### src/rws_pkg.sv
// Shared constants and types for the roulette wheel selection block.
`default_nettype none

package rws_pkg;

	localparam int POP_MAX      = 256;
	localparam int IDX_W        = $clog2(POP_MAX);
	localparam int CNT_W        = IDX_W + 1;
	localparam int FIT_W        = 16;
	localparam int FRAC_W       = 16;
	localparam int SUM_W        = 24;
	localparam int TGT_W        = SUM_W + FRAC_W;
	localparam int KIND_W       = 2;

	localparam logic [KIND_W-1:0] KIND_CLEAR = 2'd0;
	localparam logic [KIND_W-1:0] KIND_LOAD  = 2'd1;
	localparam logic [KIND_W-1:0] KIND_DRAW  = 2'd2;

	localparam logic [SUM_W-1:0] SUM_MAX = {SUM_W{1'b1}};

	// Request from the top level to the draw sequencer.
	typedef struct packed {
		logic              start;
		logic [FRAC_W-1:0] frac;
		logic [SUM_W-1:0]  total;
		logic [IDX_W-1:0]  last;
	} draw_req_t;

	// Status returned by the draw sequencer.
	typedef struct packed {
		logic             idle;
		logic             done;
		logic [IDX_W-1:0] index;
	} draw_res_t;

endpackage

`default_nettype wire

### src/rws_draw.sv
// Draw sequencer: forms the target once, then walks the prefix sums with one compare a cycle.
`default_nettype none

module rws_draw
	import rws_pkg::*;
(
	input  wire logic             clk,
	input  wire logic             arst_n,
	input  wire draw_req_t        req,
	input  wire logic [SUM_W-1:0] rd_data,
	output logic      [IDX_W-1:0] rd_addr,
	output draw_res_t             res
);

	typedef enum logic [2:0] {
		D_IDLE = 3'b001,
		D_MUL  = 3'b010,
		D_SCAN = 3'b100
	} draw_state_t;

	draw_state_t      state_q;
	logic [FRAC_W-1:0] frac_q;
	logic [SUM_W-1:0]  total_q;
	logic [IDX_W-1:0]  last_q;
	logic [TGT_W-1:0]  target_q;
	logic [IDX_W-1:0]  idx_q;
	logic [IDX_W-1:0]  index_q;
	logic              done_q;
	logic              hit;

	// The entry read last cycle belongs to idx_q; stop at the first one that reaches the target, or at the last entry.
	assign hit = ({rd_data, {FRAC_W{1'b0}}} >= target_q) || (idx_q == last_q);

	always_comb begin
		case (state_q)
			D_SCAN:  rd_addr = idx_q + IDX_W'(1);
			default: rd_addr = '0;
		endcase
	end

	always_ff @(posedge clk or negedge arst_n) begin
		if (!arst_n) begin
			state_q <= D_IDLE;
			done_q  <= 1'b0;
		end else begin
			done_q <= 1'b0;
			case (state_q)
				D_IDLE: begin
					if (req.start) begin
						state_q <= D_MUL;
					end
				end
				D_MUL: begin
					if (total_q == '0) begin
						state_q <= D_IDLE;
						done_q  <= 1'b1;
					end else begin
						state_q <= D_SCAN;
					end
				end
				D_SCAN: begin
					if (hit) begin
						state_q <= D_IDLE;
						done_q  <= 1'b1;
					end
				end
				default: state_q <= D_IDLE;
			endcase
		end
	end

	always_ff @(posedge clk) begin
		case (state_q)
			D_IDLE: begin
				if (req.start) begin
					frac_q  <= req.frac;
					total_q <= req.total;
					last_q  <= req.last;
				end
			end
			D_MUL: begin
				target_q <= TGT_W'(frac_q) * TGT_W'(total_q);
				idx_q    <= '0;
				index_q  <= '0;
			end
			D_SCAN: begin
				if (hit) begin
					index_q <= idx_q;
				end else begin
					idx_q <= idx_q + IDX_W'(1);
				end
			end
			default: ;
		endcase
	end

	assign res.idle  = (state_q == D_IDLE);
	assign res.done  = done_q;
	assign res.index = index_q;

endmodule

`default_nettype wire

### config.mk
export PLATFORM = sky130hd
export DESIGN_NAME = rws_draw
export DESIGN_NICKNAME = d
export VERILOG_FILES = /design/src/rws_pkg.sv /design/src/rws_draw.sv
export SDC_FILE = /design/constraint.sdc
export NUM_CORES = 1
export LEC_CHECK = 0
export CAP_MARGIN = 20
export CORE_MARGIN = 3
export CORE_UTILIZATION = 65
export CTS_CLUSTER_DIAMETER = 40
export DETAILED_ROUTE_END_ITERATION = 16
export DONT_BUFFER_PORTS = 1
export PLACE_DENSITY_LB_ADDON = 0.1
export RECOVER_POWER = 100
export SLEW_MARGIN = 0
export SYNTH_ARGS = -nofsm -noshare
export SYNTH_HDL_FRONTEND = slang
export SYNTH_SLANG_ARGS = --single-unit
### constraint.sdc
create_clock -name clk -period 16.7 [get_ports clk]
set_input_delay 1.67 -clock clk [delete_from_list [all_inputs] [get_ports clk]]
set_output_delay 1.67 -clock clk [all_outputs]
set_load 0.05 [all_outputs]
==> reports/metrics.cfg <==
[synthesis]
yosys_warnings = 0
netlist.area_leader.share = 0.365
synth_area_per_cell_um2 = 9.78
ys_types = 59
synthArstFlopShare = 0.0370
yosysMostFrequentCell = inv_1
synth-edff-count = 104
synthesis.nets = 2237
yosysTopAreaCell = fa_1
synth-seq-cells = 108
seq_area_frac_synth = 0.192
synth-main-ff-cell = edfxtp_1
synth_cells = 1719
synth_area_leaders = fa_1, edfxtp_1, ha_1, inv_1, and2_1
yosys-top-cells-count = inv_1, fa_1, nand2_1
synth_area_um2 = 16800

[grt]
grt_pass1_vias = 12800
grt_pass1_wl_um = 65900
grt.overflow.total = 0
grt_util_all_layers = 0.299
antenna_found_initial = 1
grt_max_degree = 42

[sta]
min_period_ns = 7.03
drv_slew = 86
slew_headroom = -0.541
fin_skew_ns = 0.0175
hold_violations = 0
setup_tns_ns = 0
tightest_slew_ns = 2.31
max_clock_freq_mhz = 142
rsz0062_at_grt = false
min_period_over_period = 0.421
setup_viol = 0

[final_layout]
syn_to_final_growth_pct = 2.56
antenna_cells = 0
final_nets = 2180
nFillCells = 2042
drive_above_1_share = 0.0144

[floorplanning]
core_um2 = 25300
die_y_um = 167
initial_core_util = 0.664
ios = 93
rows = 58
fp.dieW_um = 167
dieArea_um2 = 27800

[drt]
drt_iter0_markers = 849
drtPass1Iterations = 5
drcViolationCount = 0
wl_um = 39900
via_per_inst = 5.89
avgRoutedWirePerCell_um = 20.0
num_vias = 11800
ant_nets = 0

[worst_setup_path]
crit_arrival_ns = 7.14
crit_path_max_fanout = 24
r2r_slack_ns = 9.67
worst_ep_required_time_ns = 16.80
start_kind = register
crit_path_end_kind = register
reg2regPathDepth = 16
crit_type = reg2reg

[clocking]
ctsResizeCount = 0
cts_hold_buffers = 0
cts_buffers = 9
htreeDepth = 3
root_buffer = clkbuf_16
cts_tree = built
clk_pin_slew_ns = 0.09
clock_path_buffers = 2
cts_setup_buffers = 0
clk_latency_ns = 0.37
cts_sinks = 108

[outcome]
violations = capacitance limit, slew limit
status = finished with violations

[run]
maxCapViolations = 3

[placement]
gp_congestion = 0.995
dp_hpwl_um = 30800
numPortBuffers = 0

[worst_hold_path]
hold_depth = 1
hp-class = reg2reg

==> flip-flops by register name, indices dropped and copies added, names as in the netlist <==
name	flops
done_q	1
frac_q	16
idx_q	8
index_q	8
last_q	8
state_q	3
target_q	40
total_q	24
==> cell families (layout without fill, tap and decap cells) <==
| logic type | count (synthesis) | after routing | share of synthesized area |
|---|---|---|---|
| and+or+nand+nor | 527 | 527 | 0.154 |
| DFF | 108 | 108 | 0.192 |
| buffers and inverters | 445 | 393 | 0.101 |
| adders and majority gates | 443 | 443 | 0.466 |
| AOI/OAI and AO/OA | 146 | 146 | 0.0607 |
| xor gates and xnor gates | 50 | 50 | 0.0261 |
==> layer usage <==
metal	vias up	routed length [µm]	track usage
met4	2	1620	0.121
li1	5156	-	-
met2	472	20200	0.511
met1	5990	15500	0.390
met3	136	2540	0.0394
met5	-	11	0
==> per-stage QoR <==
| stage | hold WS, ns | util | std cells | cell area, µm² | worst slack [ns] |
|---|---|---|---|---|---|
| floorplan | 0.590 | - | 1719 | 16800 | 10.92 |
| global placement | 0.700 | 0.669 | 1980 | 16900 | 10.09 |
| finish | 0.708 | 0.681 | 1997 | 17200 | 9.67 |
| detailed placement | 0.690 | 0.669 | 1980 | 16900 | 10.09 |
| global route | 0.755 | 0.681 | 1997 | 17200 | 9.37 |
| CTS | 0.710 | 0.682 | 1996 | 17300 | 10.06 |
==> critical path, cell delays in order (launching register included) <==
cell	delay (ns)
edfxtp_1	1.04
nand2_1	0.20
fa_1	0.53
fa_1	0.58
fa_1	0.45
fa_1	0.56
inv_1	0.05
fa_1	0.49
fa_1	0.45
ha_1	0.40
and3_1	0.26
nand3_1	0.11
nor3_1	0.52
o211ai_1	0.29
a41oi_1	0.47
a221oi_1	0.19
xnor2_1	0.16
==> cell usage in the layout, fill, tap and decap left out, types with 3 or more instances in the layout <==
cell type,instances
inv_1,374
fa_1,306
nand2_1,259
and2_1,157
ha_1,137
edfxtp_1,104
a21oi_1,41
xnor2_1,31
a21o_1,29
nor2_1,28
xor2_1,19
o21ai_0,18
and3_1,16
nand3_1,13
nand4_1,11
nor4_1,11
and2_0,10
clkbuf_16,9
nor3_1,8
o21a_1,8
o211ai_1,6
a31oi_1,6
nor2b_1,4
o211a_1,4
o221ai_1,4
and4_1,3
o21bai_1,3
clkinv_8,3
dfrtp_1,3
==> layout make-up <==
class | instances | area (µm²) | area share
clock buffers | 9 | 225 | 0.0131
clock inverters | 7 | 91.3 | 0.00530
inverters | 374 | 1400 | 0.0814
multi-input cells | 1166 | 11800 | 0.687
flip-flops and latches | 108 | 3220 | 0.187
well taps | 330 | 413 | 0.0240
repair buffers | 3 | 35.0 | 0.00203
==> path summary, 6_finish.rpt <==
path,from,end
min in group asynchronous,arst_n,state_q[1]
max reg2reg,frac_q[2],target_q[36]
max in group asynchronous,arst_n,state_q[0]
min,idx_q[7],index_q[7]
min reg2reg,idx_q[7],index_q[7]
max,frac_q[2],target_q[36]
Power is not shown: default switching activity piles up to over one toggle a cycle in this logic, so the estimate is an artifact.
